--- src/rtl/cda_pkg.sv ---
package cda_pkg;

   localparam int YEAR_BITS  = 14;
   localparam int COUNT_BITS = 20;

   localparam int MODE_W  = 3;
   localparam int YEAR_W  = 14;
   localparam int MONTH_W = 4;
   localparam int DAY_W   = 5;
   localparam int COUNT_W = 20;
   localparam int DIFF_W  = 22;
   localparam int CMP_W   = 2;

   localparam int NUM_W   = 22;
   localparam int QUOT_W  = 8;
   localparam int RECIP_W = 16;
   localparam int PROD_W  = NUM_W + RECIP_W;

   localparam int YEAR_LIMIT = (((1 << YEAR_BITS) - 1) < 9999) ? ((1 << YEAR_BITS) - 1) : 9999;
   localparam int LAST_DAY   = 365 * YEAR_LIMIT + YEAR_LIMIT / 4 - YEAR_LIMIT / 100
                               + YEAR_LIMIT / 400 - 1;
   localparam logic [COUNT_W-1:0] COUNT_MASK = COUNT_W'((64'd1 << COUNT_BITS) - 64'd1);

   localparam logic [MODE_W-1:0] MODE_LOAD    = 3'd0;
   localparam logic [MODE_W-1:0] MODE_ADD     = 3'd1;
   localparam logic [MODE_W-1:0] MODE_SUB     = 3'd2;
   localparam logic [MODE_W-1:0] MODE_DIFF    = 3'd3;
   localparam logic [MODE_W-1:0] MODE_COMPARE = 3'd4;

   localparam logic [CMP_W-1:0] CMP_EQUAL   = 2'd0;
   localparam logic [CMP_W-1:0] CMP_LATER   = 2'd1;
   localparam logic [CMP_W-1:0] CMP_EARLIER = 2'd2;

   localparam logic [NUM_W-1:0] DIV_CENTURY = 22'd100;
   localparam logic [NUM_W-1:0] DIV_400Y    = 22'd146097;
   localparam logic [NUM_W-1:0] DIV_100Y    = 22'd36524;
   localparam logic [NUM_W-1:0] DIV_4Y      = 22'd1461;
   localparam logic [NUM_W-1:0] DIV_1Y      = 22'd365;

   // Each reciprocal is the floor of 2**NUM_W over its divisor, so the quotient
   // estimate is never high and at most one low.
   localparam logic [RECIP_W-1:0] RCP_CENTURY = 16'd41943;
   localparam logic [RECIP_W-1:0] RCP_400Y    = 16'd28;
   localparam logic [RECIP_W-1:0] RCP_100Y    = 16'd114;
   localparam logic [RECIP_W-1:0] RCP_4Y      = 16'd2870;
   localparam logic [RECIP_W-1:0] RCP_1Y      = 16'd11491;

   typedef enum logic [2:0] {
      DIV_HELD_Y  = 3'd0,
      DIV_OTHER_Y = 3'd1,
      DIV_Q400    = 3'd2,
      DIV_Q100    = 3'd3,
      DIV_Q4      = 3'd4,
      DIV_Q1      = 3'd5
   } div_op_type;

   typedef struct packed {
      logic [MODE_W-1:0]  mode;
      logic [YEAR_W-1:0]  other_year;
      logic [MONTH_W-1:0] other_month;
      logic [DAY_W-1:0]   other_day;
      logic [COUNT_W-1:0] day_count;
   } req_type;

   typedef struct packed {
      logic [YEAR_W-1:0]  cur_year;
      logic [MONTH_W-1:0] cur_month;
      logic [DAY_W-1:0]   cur_day;
      logic [DIFF_W-1:0]  day_difference;
      logic [CMP_W-1:0]   compare_result;
      logic               range_error;
   } rsp_type;

   typedef struct packed {
      logic       capture;
      logic       div_start;
      div_op_type div_op;
      logic       num_a;
      logic       num_b;
      logic       num_c;
      logic       num_other;
      logic       exec;
      logic       year;
      logic       walk;
      logic       out_load;
   } cmd_type;

   typedef struct packed {
      logic div_busy;
      logic div_done;
      logic mode_other;
      logic need_conv;
      logic walk_done;
      logic out_free;
   } sts_type;

   function automatic logic [DAY_W-1:0] month_days(input logic [MONTH_W-1:0] m,
                                                  input logic leap);
      logic [DAY_W-1:0] len;
      case (m) inside
         4'd1, 4'd3, 4'd5, 4'd7, 4'd8, 4'd10, 4'd12: len = 5'd31;
         4'd4, 4'd6, 4'd9, 4'd11:                    len = 5'd30;
         4'd2:                                       len = leap ? 5'd29 : 5'd28;
         default:                                    len = 5'd0;
      endcase
      return len;
   endfunction

   function automatic logic [8:0] days_before(input logic [MONTH_W-1:0] m);
      logic [8:0] n;
      case (m)
         4'd1:    n = 9'd0;
         4'd2:    n = 9'd31;
         4'd3:    n = 9'd59;
         4'd4:    n = 9'd90;
         4'd5:    n = 9'd120;
         4'd6:    n = 9'd151;
         4'd7:    n = 9'd181;
         4'd8:    n = 9'd212;
         4'd9:    n = 9'd243;
         4'd10:   n = 9'd273;
         4'd11:   n = 9'd304;
         4'd12:   n = 9'd334;
         default: n = 9'd0;
      endcase
      return n;
   endfunction

endpackage

--- src/rtl/cda_div.sv ---
module cda_div (
   input  logic                       clock,
   input  logic                       reset,
   input  logic                       start,
   input  cda_pkg::div_op_type        op,
   input  logic [cda_pkg::NUM_W-1:0]  dividend,
   output logic                       busy,
   output logic                       done,
   output logic [cda_pkg::QUOT_W-1:0] quot,
   output logic [cda_pkg::NUM_W-1:0]  rem
);
   import cda_pkg::*;

   logic [2:0]         stage_ff;
   logic               done_ff;
   logic [NUM_W-1:0]   num_ff;
   logic [NUM_W-1:0]   divisor_ff;
   logic [NUM_W-1:0]   qd_ff;
   logic [QUOT_W-1:0]  quot_ff;
   logic [NUM_W-1:0]   rem_ff;
   logic [NUM_W-1:0]   divisor;
   logic [RECIP_W-1:0] recip;
   logic [PROD_W-1:0]  prod;

   always_comb begin
      case (op)
         DIV_HELD_Y, DIV_OTHER_Y: begin divisor = DIV_CENTURY; recip = RCP_CENTURY; end
         DIV_Q400:                begin divisor = DIV_400Y;    recip = RCP_400Y;    end
         DIV_Q100:                begin divisor = DIV_100Y;    recip = RCP_100Y;    end
         DIV_Q4:                  begin divisor = DIV_4Y;      recip = RCP_4Y;      end
         DIV_Q1:                  begin divisor = DIV_1Y;      recip = RCP_1Y;      end
         default:                 begin divisor = DIV_1Y;      recip = RCP_1Y;      end
      endcase
   end

   assign prod = PROD_W'(dividend) * PROD_W'(recip);

   always_ff @(posedge clock) begin
      if (reset) begin
         stage_ff <= '0;
         done_ff  <= 1'b0;
      end else begin
         stage_ff <= {stage_ff[1:0], start};
         done_ff  <= stage_ff[2];
      end
   end

   // Estimate, back-multiply, subtract, then correct an estimate that is one low.
   always_ff @(posedge clock) begin
      if (start) begin
         num_ff     <= dividend;
         divisor_ff <= divisor;
         quot_ff    <= prod[NUM_W +: QUOT_W];
      end
      if (stage_ff[0]) begin
         qd_ff <= NUM_W'(quot_ff) * divisor_ff;
      end
      if (stage_ff[1]) begin
         rem_ff <= num_ff - qd_ff;
      end
      if (stage_ff[2] && (rem_ff >= divisor_ff)) begin
         quot_ff <= quot_ff + QUOT_W'(1);
         rem_ff  <= rem_ff - divisor_ff;
      end
   end

   assign busy = |stage_ff;
   assign done = done_ff;
   assign quot = quot_ff;
   assign rem  = rem_ff;

endmodule

--- src/rtl/cda_dpath.sv ---
module cda_dpath (
   input  logic             clock,
   input  logic             reset,
   input  cda_pkg::req_type req_data,
   input  cda_pkg::cmd_type cmd,
   output cda_pkg::sts_type sts,
   input  logic             rsp_ready,
   output logic             rsp_valid,
   output cda_pkg::rsp_type rsp_data
);
   import cda_pkg::*;

   req_type             item_ff;
   logic [COUNT_W-1:0]  cnt_ff;
   logic [YEAR_W-1:0]   held_year_ff;
   logic [MONTH_W-1:0]  held_month_ff;
   logic [DAY_W-1:0]    held_day_ff;
   div_op_type          div_op_ff;
   logic [QUOT_W-1:0]   yq_ff;
   logic                yrz_ff;
   logic [NUM_W-1:0]    acc_ff;
   logic [NUM_W-1:0]    cur_ff;
   logic [NUM_W-1:0]    oth_ff;
   logic                valid_ff;
   logic [NUM_W-1:0]    r_ff;
   logic [4:0]          q400_ff;
   logic [1:0]          q100_ff;
   logic [4:0]          q4_ff;
   logic [1:0]          q1_ff;
   logic                leapn_ff;
   logic [MONTH_W-1:0]  mo_ff;
   logic                err_ff;
   logic [DIFF_W-1:0]   diff_ff;
   logic [CMP_W-1:0]    cmp_ff;
   logic                rsp_valid_ff;
   rsp_type             rsp_data_ff;

   logic [NUM_W-1:0]    dividend;
   logic                div_busy;
   logic                div_done;
   logic [QUOT_W-1:0]   div_quot;
   logic [NUM_W-1:0]    div_rem;
   logic [NUM_W-1:0]    r_in;

   logic [YEAR_W-1:0]   w_year;
   logic [MONTH_W-1:0]  w_month;
   logic [DAY_W-1:0]    w_day;
   logic [YEAR_W-1:0]   w_p;
   logic [QUOT_W-1:0]   w_pq;
   logic                w_leap;
   logic                w_ok;
   logic [NUM_W-1:0]    w_small;

   logic                add_over;
   logic                sub_under;
   logic [NUM_W-1:0]    conv_n;
   logic [CMP_W-1:0]    cmp_in;
   logic                walk_more;
   logic [DAY_W-1:0]    walk_len;

   // The date being turned into a day number: held date or the word's date.
   assign w_year  = cmd.num_other ? item_ff.other_year  : held_year_ff;
   assign w_month = cmd.num_other ? item_ff.other_month : held_month_ff;
   assign w_day   = cmd.num_other ? item_ff.other_day   : held_day_ff;
   assign w_p     = w_year - YEAR_W'(1);
   assign w_pq    = yrz_ff ? yq_ff - QUOT_W'(1) : yq_ff;
   assign w_leap  = (w_year[1:0] == 2'b00) && (!yrz_ff || (yq_ff[1:0] == 2'b00));
   assign w_ok    = (w_year >= YEAR_W'(1)) && (w_year <= YEAR_W'(YEAR_LIMIT))
                    && (w_month inside {[4'd1:4'd12]}) && (w_day >= DAY_W'(1))
                    && (w_day <= month_days(w_month, w_leap));
   assign w_small = NUM_W'(days_before(w_month))
                    + ((w_leap && (w_month > 4'd2)) ? NUM_W'(1) : NUM_W'(0))
                    + NUM_W'(w_day) - NUM_W'(1);

   assign add_over  = NUM_W'(cnt_ff) > (NUM_W'(LAST_DAY) - cur_ff);
   assign sub_under = NUM_W'(cnt_ff) > cur_ff;
   assign conv_n    = (item_ff.mode == MODE_ADD) ? cur_ff + NUM_W'(cnt_ff)
                                                 : cur_ff - NUM_W'(cnt_ff);

   always_comb begin
      if (held_year_ff != item_ff.other_year) begin
         cmp_in = (held_year_ff > item_ff.other_year) ? CMP_LATER : CMP_EARLIER;
      end else if (held_month_ff != item_ff.other_month) begin
         cmp_in = (held_month_ff > item_ff.other_month) ? CMP_LATER : CMP_EARLIER;
      end else if (held_day_ff != item_ff.other_day) begin
         cmp_in = (held_day_ff > item_ff.other_day) ? CMP_LATER : CMP_EARLIER;
      end else begin
         cmp_in = CMP_EQUAL;
      end
   end

   // Remainder after a finished division, with the last-day-of-cycle clamp.
   always_comb begin
      case (div_op_ff)
         DIV_Q100: r_in = div_quot[2] ? div_rem + DIV_100Y : div_rem;
         DIV_Q1:   r_in = div_quot[2] ? div_rem + DIV_1Y : div_rem;
         default:  r_in = div_rem;
      endcase
   end

   always_comb begin
      case (cmd.div_op)
         DIV_HELD_Y:  dividend = NUM_W'(held_year_ff);
         DIV_OTHER_Y: dividend = NUM_W'(item_ff.other_year);
         DIV_Q400:    dividend = conv_n;
         default:     dividend = r_in;
      endcase
   end

   cda_div u_div (
      .clock    (clock),
      .reset    (reset),
      .start    (cmd.div_start),
      .op       (cmd.div_op),
      .dividend (dividend),
      .busy     (div_busy),
      .done     (div_done),
      .quot     (div_quot),
      .rem      (div_rem)
   );

   assign walk_len  = month_days(mo_ff, leapn_ff);
   assign walk_more = (mo_ff < 4'd12) && (r_ff >= NUM_W'(walk_len));

   always_ff @(posedge clock) begin
      if (reset) begin
         held_year_ff  <= YEAR_W'(1);
         held_month_ff <= MONTH_W'(1);
         held_day_ff   <= DAY_W'(1);
         rsp_valid_ff  <= 1'b0;
      end else begin
         if (cmd.exec && (item_ff.mode == MODE_LOAD) && valid_ff) begin
            held_year_ff  <= item_ff.other_year;
            held_month_ff <= item_ff.other_month;
            held_day_ff   <= item_ff.other_day;
         end else if (cmd.year) begin
            held_year_ff <= YEAR_W'(q400_ff) * YEAR_W'(400) + YEAR_W'(q100_ff) * YEAR_W'(100)
                            + YEAR_W'(q4_ff) * YEAR_W'(4) + YEAR_W'(q1_ff) + YEAR_W'(1);
         end else if (cmd.walk && !walk_more) begin
            held_month_ff <= mo_ff;
            held_day_ff   <= DAY_W'(r_ff) + DAY_W'(1);
         end
         if (cmd.out_load) begin
            rsp_valid_ff <= 1'b1;
         end else if (rsp_ready) begin
            rsp_valid_ff <= 1'b0;
         end
      end
   end

   always_ff @(posedge clock) begin
      if (cmd.capture) begin
         item_ff <= req_data;
         cnt_ff  <= req_data.day_count & COUNT_MASK;
         err_ff  <= 1'b0;
         diff_ff <= '0;
         cmp_ff  <= CMP_EQUAL;
      end
      if (cmd.div_start) begin
         div_op_ff <= cmd.div_op;
      end
      if (div_done) begin
         case (div_op_ff)
            DIV_HELD_Y, DIV_OTHER_Y: begin
               yq_ff  <= div_quot;
               yrz_ff <= (div_rem == '0);
            end
            DIV_Q400: begin
               q400_ff <= div_quot[4:0];
               r_ff    <= r_in;
            end
            DIV_Q100: begin
               q100_ff <= div_quot[2] ? 2'd3 : div_quot[1:0];
               r_ff    <= r_in;
            end
            DIV_Q4: begin
               q4_ff <= div_quot[4:0];
               r_ff  <= r_in;
            end
            DIV_Q1: begin
               q1_ff <= div_quot[2] ? 2'd3 : div_quot[1:0];
               r_ff  <= r_in;
            end
            default: begin
               r_ff <= r_in;
            end
         endcase
      end else if (cmd.walk && walk_more) begin
         r_ff  <= r_ff - NUM_W'(walk_len);
         mo_ff <= mo_ff + MONTH_W'(1);
      end
      if (cmd.year) begin
         leapn_ff <= (q1_ff == 2'd3) && ((q4_ff != 5'd24) || (q100_ff == 2'd3));
         mo_ff    <= MONTH_W'(1);
      end
      if (cmd.num_a) begin
         acc_ff <= NUM_W'(w_p) * NUM_W'(365);
         if (cmd.num_other) begin
            valid_ff <= w_ok;
         end
      end
      if (cmd.num_b) begin
         acc_ff <= acc_ff + NUM_W'(w_p >> 2) + NUM_W'(w_pq >> 2) - NUM_W'(w_pq);
      end
      if (cmd.num_c) begin
         if (cmd.num_other) begin
            oth_ff <= acc_ff + w_small;
         end else begin
            cur_ff <= acc_ff + w_small;
         end
      end
      if (cmd.exec) begin
         case (item_ff.mode)
            MODE_LOAD:    err_ff <= !valid_ff;
            MODE_ADD:     err_ff <= add_over;
            MODE_SUB:     err_ff <= sub_under;
            MODE_DIFF: begin
               err_ff <= !valid_ff;
               if (valid_ff) begin
                  diff_ff <= (cur_ff >= oth_ff) ? cur_ff - oth_ff : oth_ff - cur_ff;
               end
            end
            MODE_COMPARE: begin
               err_ff <= !valid_ff;
               cmp_ff <= cmp_in;
            end
            default:      err_ff <= 1'b0;
         endcase
      end
      if (cmd.out_load) begin
         rsp_data_ff.cur_year       <= held_year_ff;
         rsp_data_ff.cur_month      <= held_month_ff;
         rsp_data_ff.cur_day        <= held_day_ff;
         rsp_data_ff.day_difference <= diff_ff;
         rsp_data_ff.compare_result <= cmp_ff;
         rsp_data_ff.range_error    <= err_ff;
      end
   end

   assign sts.div_busy   = div_busy;
   assign sts.div_done   = div_done;
   assign sts.mode_other = item_ff.mode inside {MODE_LOAD, MODE_DIFF, MODE_COMPARE};
   assign sts.need_conv  = ((item_ff.mode == MODE_ADD) && !add_over)
                           || ((item_ff.mode == MODE_SUB) && !sub_under);
   assign sts.walk_done  = !walk_more;
   assign sts.out_free   = !rsp_valid_ff || rsp_ready;

   assign rsp_valid = rsp_valid_ff;
   assign rsp_data  = rsp_data_ff;

endmodule

--- src/rtl/cda_ctrl.sv ---
module cda_ctrl (
   input  logic             clock,
   input  logic             reset,
   input  logic             req_valid,
   output logic             req_ready,
   input  cda_pkg::sts_type sts,
   output cda_pkg::cmd_type cmd
);
   import cda_pkg::*;

   typedef enum logic [13:0] {
      ST_IDLE = 14'b00000000000001,
      ST_HDIV = 14'b00000000000010,
      ST_HNA  = 14'b00000000000100,
      ST_HNB  = 14'b00000000001000,
      ST_HNC  = 14'b00000000010000,
      ST_ODIV = 14'b00000000100000,
      ST_ONA  = 14'b00000001000000,
      ST_ONB  = 14'b00000010000000,
      ST_ONC  = 14'b00000100000000,
      ST_EXEC = 14'b00001000000000,
      ST_YDIV = 14'b00010000000000,
      ST_YEAR = 14'b00100000000000,
      ST_WALK = 14'b01000000000000,
      ST_DONE = 14'b10000000000000
   } state_type;

   state_type  state_ff;
   state_type  state_in;
   logic [1:0] ydiv_ff;
   logic [1:0] ydiv_in;

   assign req_ready = (state_ff == ST_IDLE);

   always_comb begin
      state_in = state_ff;
      ydiv_in  = ydiv_ff;
      cmd      = '0;
      case (state_ff)
         ST_IDLE: begin
            if (req_valid) begin
               cmd.capture   = 1'b1;
               cmd.div_start = 1'b1;
               cmd.div_op    = DIV_HELD_Y;
               state_in      = ST_HDIV;
            end
         end
         ST_HDIV: begin
            if (sts.div_done) begin
               state_in = ST_HNA;
            end
         end
         ST_HNA: begin
            cmd.num_a = 1'b1;
            state_in  = ST_HNB;
         end
         ST_HNB: begin
            cmd.num_b = 1'b1;
            state_in  = ST_HNC;
         end
         ST_HNC: begin
            cmd.num_c = 1'b1;
            if (sts.mode_other) begin
               cmd.div_start = 1'b1;
               cmd.div_op    = DIV_OTHER_Y;
               state_in      = ST_ODIV;
            end else begin
               state_in = ST_EXEC;
            end
         end
         ST_ODIV: begin
            if (sts.div_done) begin
               state_in = ST_ONA;
            end
         end
         ST_ONA: begin
            cmd.num_a     = 1'b1;
            cmd.num_other = 1'b1;
            state_in      = ST_ONB;
         end
         ST_ONB: begin
            cmd.num_b     = 1'b1;
            cmd.num_other = 1'b1;
            state_in      = ST_ONC;
         end
         ST_ONC: begin
            cmd.num_c     = 1'b1;
            cmd.num_other = 1'b1;
            state_in      = ST_EXEC;
         end
         ST_EXEC: begin
            cmd.exec = 1'b1;
            if (sts.need_conv) begin
               cmd.div_start = 1'b1;
               cmd.div_op    = DIV_Q400;
               ydiv_in       = 2'd0;
               state_in      = ST_YDIV;
            end else begin
               state_in = ST_DONE;
            end
         end
         ST_YDIV: begin
            if (sts.div_done) begin
               case (ydiv_ff)
                  2'd0: begin
                     cmd.div_start = 1'b1;
                     cmd.div_op    = DIV_Q100;
                     ydiv_in       = 2'd1;
                  end
                  2'd1: begin
                     cmd.div_start = 1'b1;
                     cmd.div_op    = DIV_Q4;
                     ydiv_in       = 2'd2;
                  end
                  2'd2: begin
                     cmd.div_start = 1'b1;
                     cmd.div_op    = DIV_Q1;
                     ydiv_in       = 2'd3;
                  end
                  default: begin
                     state_in = ST_YEAR;
                  end
               endcase
            end
         end
         ST_YEAR: begin
            cmd.year = 1'b1;
            state_in = ST_WALK;
         end
         ST_WALK: begin
            cmd.walk = 1'b1;
            if (sts.walk_done) begin
               state_in = ST_DONE;
            end
         end
         ST_DONE: begin
            if (sts.out_free) begin
               cmd.out_load = 1'b1;
               state_in     = ST_IDLE;
            end
         end
         default: begin
            state_in = ST_IDLE;
         end
      endcase
   end

   always_ff @(posedge clock) begin
      if (reset) begin
         state_ff <= ST_IDLE;
         ydiv_ff  <= 2'd0;
      end else begin
         state_ff <= state_in;
         ydiv_ff  <= ydiv_in;
      end
   end

endmodule

--- src/rtl/calendar_date_arithmetic_top.sv ---
// Channel  Dir  Handshake             Word
// req      in   req_valid/req_ready   cda_pkg::req_type
// rsp      out  rsp_valid/rsp_ready   cda_pkg::rsp_type
//
// A load, difference or compare converts the held date and the word's date; a refused add
// or subtract or an unused mode converts only the held date; an accepted add or subtract
// then runs four divisions, builds the year and walks the months. One divider is shared.
// Reset is synchronous and sets the held date to year 1, January 1.
// A new word is taken only when idle, in the cycle after the last result is loaded; that
// result waits in the output register, and the next result waits for it to drain.
module calendar_date_arithmetic_top (
   input  logic             clock,
   input  logic             reset,
   input  logic             req_valid,
   output logic             req_ready,
   input  cda_pkg::req_type req_data,
   output logic             rsp_valid,
   input  logic             rsp_ready,
   output cda_pkg::rsp_type rsp_data
);
   import cda_pkg::*;

   cmd_type cmd;
   sts_type sts;

   cda_ctrl u_ctrl (
      .clock     (clock),
      .reset     (reset),
      .req_valid (req_valid),
      .req_ready (req_ready),
      .sts       (sts),
      .cmd       (cmd)
   );

   cda_dpath u_dpath (
      .clock     (clock),
      .reset     (reset),
      .req_data  (req_data),
      .cmd       (cmd),
      .sts       (sts),
      .rsp_ready (rsp_ready),
      .rsp_valid (rsp_valid),
      .rsp_data  (rsp_data)
   );

   a_div_start_idle: assert property (@(posedge clock) disable iff (reset)
      cmd.div_start |-> !sts.div_busy)
      else $error("divider started while busy");

   a_out_load_valid: assert property (@(posedge clock) disable iff (reset)
      cmd.out_load |=> rsp_valid)
      else $error("result not presented after load");

   a_month_range: assert property (@(posedge clock) disable iff (reset)
      rsp_valid |-> (rsp_data.cur_month >= 4'd1) && (rsp_data.cur_month <= 4'd12)
                    && (rsp_data.cur_day >= 5'd1))
      else $error("result date out of range");

   a_err_no_diff: assert property (@(posedge clock) disable iff (reset)
      (rsp_valid && rsp_data.range_error) |-> (rsp_data.day_difference == '0))
      else $error("difference reported with range error");

endmodule

--- config.mk ---
export PLATFORM = sky130hd
export DESIGN_NAME = calendar_date_arithmetic_top
export DESIGN_NICKNAME = d
export VERILOG_FILES = /design/src/rtl/cda_pkg.sv /design/src/rtl/cda_div.sv /design/src/rtl/cda_dpath.sv /design/src/rtl/cda_ctrl.sv /design/src/rtl/calendar_date_arithmetic_top.sv
export SDC_FILE = /design/constraint.sdc
export NUM_CORES = 2
export LEC_CHECK = 0
export BUFFER_PORTS_ARGS = -buffer_cell sky130_fd_sc_hd__buf_2
export CAP_MARGIN = 10
export CORE_MARGIN = 1.5
export CORE_UTILIZATION = 45
export DETAILED_ROUTE_END_ITERATION = 10
export PLACE_DENSITY_LB_ADDON = 0.2
export SKIP_LAST_GASP = 1
export SLEW_MARGIN = 5
export SYNTH_ARGS = -nofsm -noshare
export SYNTH_HDL_FRONTEND = slang
export SYNTH_SLANG_ARGS = --single-unit
--- constraint.sdc ---
create_clock -name clock -period 29 [get_ports clock]
set_input_delay 5.8 -clock clock [delete_from_list [all_inputs] [get_ports clock]]
set_output_delay 5.8 -clock clock [all_outputs]
set_load 0.01 [all_outputs]
==> flow_metrics.tcl <==
set metrics [dict create \
    status "finished, final reports clean" \
    start_kind "flip-flop" \
    r2r_start "u_dpath.cur_ff[1]" \
    synth_edf_count 296 \
    hold_class "reg -> reg" \
    port_buffers 99 \
    crit_type "reg -> reg" \
    final.fill_count 8580 \
    wl_per_cell_um 21.4 \
    dp.final_hpwl_um 99500 \
    cts-root-buf "clkbuf_16" \
    vdd_ir_drop_max_v 0.0000399 \
    drt_first_pass_iters 6 \
    period_minus_slack_ns 12.26 \
    initialDrtViolationCount 3136 \
    tns_ns 0 \
    die_w_um 304 \
    drt-vias-per-instance 5.60 \
    post_cts_resized 0 \
    drive_gt1_frac 0.0646 \
    synth-async-reset-ratio 0 \
    rsz0062_at_grt "false" \
    rows 110 \
    synth_seq_area_share 0.253 \
    crit_path_end_kind "flip-flop" \
    max_freq_mhz 81.5 \
    start_util 0.454 \
    grt_use_total 0.265 \
    syn2layout_area_growth_pct 8.80 \
    critPathMaxFanout 28 \
    max_slew_margin 0.197 \
    fin_util 0.493 \
    postCtsSetupBuffers 0 \
    drc_errors 0 \
    hold_start "u_dpath.diff_ff[3]" \
    critPathSlowestCell "a2111oi_0" \
    drt-total-wl_um 122000 \
    crit_start "u_dpath.cur_ff[1]" \
    coreArea_um2 90000 \
    final.setup_skew_ns 0.0374 \
    htree_num_levels 2 \
    io_pins 100 \
    ys_types 98 \
    cts_buffers 45 \
    clockBufferDepth 3 \
    drv_slew 0 \
    p_leak_nw 21.2 \
    drv_cap 0 \
    ys_seq_elements 368 \
    hold_buffers 0 \
    clkSlewWorstSetupHoldPaths_ns 0.06 \
    yosys_most_used_dff "edfxtp_1" \
    grt_pass1_wl_um 187000 \
    p_per_area_nw_per_um2 46.1 \
    cts.sinks 368 \
    post-route-period-util 0.423 \
    grt_start_max_net_pins 54 \
    synth_fp_nets 5344 \
    layout.cells.non_filler 5731 \
    grt_remaining_overflow 0 \
    syn_area_per_cell_um2 9.20 \
    multi_input_area_um2 27000 \
    grt_pass1_vias 31000 \
    nets 5425 \
    antenna_found_initial 7 \
    cp.arrival_ns 12.59 \
    ys_warn_count 0 \
    cts_tree "done" \
    finalHoldViolCount 0 \
    final-seq-area_um2 10300 \
    gp_congestion 1.01 \
    worstPathRequired_ns 29.33 \
    netlist_area_um2 40800 \
    die_h_um 304 \
    cp_slowest_stage_delay_ns 0.73 \
    clk_latency_ns 0.63 \
    vias 32100 \
    die-area_um2 92500 \
    place_inst 5646 \
    tightest_slew_ns 1.20 \
    ant_nets 0 \
    synth_cells 4436 \
    setup_violations 0 \
]
-- final timing paths --
kind	end	slack, ns	depth (start not counted)
max	u_dpath.u_div.quot[7]	16.74	43
min	u_dpath.rsp_data[6]	0.43	0
max reg2reg	u_dpath.u_div.quot[7]	16.74	43
min reg2reg	u_dpath.rsp_data[6]	0.43	0
-- per-layer routing --
layer / global-route usage / vias up / routed length (um)
li1: - / 15000 / -
met1: 0.377 / 15700 / 54800
met2: 0.396 / 1231 / 52600
met3: 0.0601 / 193 / 10800
met4: 0.0834 / 10 / 4020
met5: 0.00413 / - / 185
-- cells in the mapped netlist (all sizes together) (6+ instances only) --
library cell,number,share of area
and2,55,0.0084
o21bai,31,0.0057
o31ai,19,0.0035
and3,30,0.0046
nand3b,9,0.0018
clkbuf,89,0.0082
nor4,23,0.0044
and4,7,0.0015
o21a,35,0.0064
o31a,6,0.0013
ha,493,0.15
o2111ai,9,0.0019
edfxtp,296,0.22
a21oi,253,0.031
nor3,70,0.0087
or3,24,0.0038
a22o,15,0.0032
nand3,54,0.0070
nor2b,40,0.0061
xnor2,175,0.038
nand4,33,0.0054
o211ai,20,0.0037
or4,9,0.0017
mux2,7,0.0019
a211oi,18,0.0034
nor3b,8,0.0015
and3b,6,0.0013
inv,829,0.076
a2111oi,9,0.0020
or2,21,0.0032
nand2b,32,0.0049
nand2,295,0.027
a22oi,23,0.0042
a31oi,35,0.0054
xor2,84,0.018
mux2i,51,0.013
fa,365,0.18
dfxtp,72,0.035
a21boi,22,0.0040
nor4b,6,0.0013
a21o,80,0.015
nor2,370,0.034
buf,28,0.0032
o21ai,209,0.026
-- logic make-up after synthesis --
family                     count (synthesis)  share of synthesized area
adders and majority gates                858                      0.330
AOI/OAI and AO/OA                        839                      0.129
muxes                                     58                     0.0145
xor gates and xnor gates                 259                     0.0556
and+or+nand+nor                         1106                      0.130
DFF                                      368                      0.253
buffers and inverters                    948                     0.0878
-- placed cells by master (no fill, tap or decap), types with 84 or more instances in the layout --
master    instances
inv_1           816
xnor2_1         175
edfxtp_1        296
o21ai_0         170
nand2_1         295
nor2_1          367
xor2_1           84
buf_2            99
fa_1            365
ha_1            493
a21oi_1         250
-- critical path: cells and delay by family (launching register included) --
family	cells	cell delay, ns
adders and majority gates	9	4.01
buffers and inverters	6	0.64
AOI/OAI and AO/OA	17	4.21
DFF	1	0.55
xor gates and xnor gates	2	0.31
and+or+nand+nor	9	2.25
-- stage by stage --
stage | instance area [um^2] | hold WS, ns | worst slack [ns] | power [mW]
after CTS | 44400 | 0.429 | 16.82 | 2.06
after detailed placement | 42800 | 0.416 | 16.88 | 1.41
after global routing | 44400 | 0.439 | 15.86 | 2.17
after global placement | 42800 | 0.411 | 17.17 | 1.40
after floorplan | 40800 | 0.400 | 19.00 | 1.18
final | 44400 | 0.429 | 16.74 | 2.05
-- power breakdown --
part / leakage [nW] / total, mW / switching (mW) / internal [mW]
Combinational: 17.1 / 0.722 / 0.440 / 0.282
Clock: 0.806 / 0.641 / 0.261 / 0.380
Sequential: 3.33 / 0.685 / 0.0447 / 0.640
-- flip-flops by register name (all words and copies together) (netlist names), 20 cells and up --
register              count
u_dpath.u_div.rem        22
u_dpath.u_div.num_ff     22
u_dpath.diff_ff          22
u_dpath.acc_ff           22
u_dpath.u_div.qd_ff      22
u_dpath.item_ff          26
u_dpath.r_ff             22
u_dpath.cnt_ff           20
u_dpath.rsp_data         48
u_dpath.oth_ff           22
u_dpath.cur_ff           22
-- area by class of cell --
cell class / count / share of cell area
multi-input combinational: 3120 / 0.607
inverter: 831 / 0.0702
sequential: 368 / 0.233
antenna: 1 / 0.0000563
clock inverter: 35 / 0.0109
timing repair buffer: 151 / 0.0199
clock buffer: 49 / 0.0264
tap: 1176 / 0.0331
(Power assumes the default switching activity.)
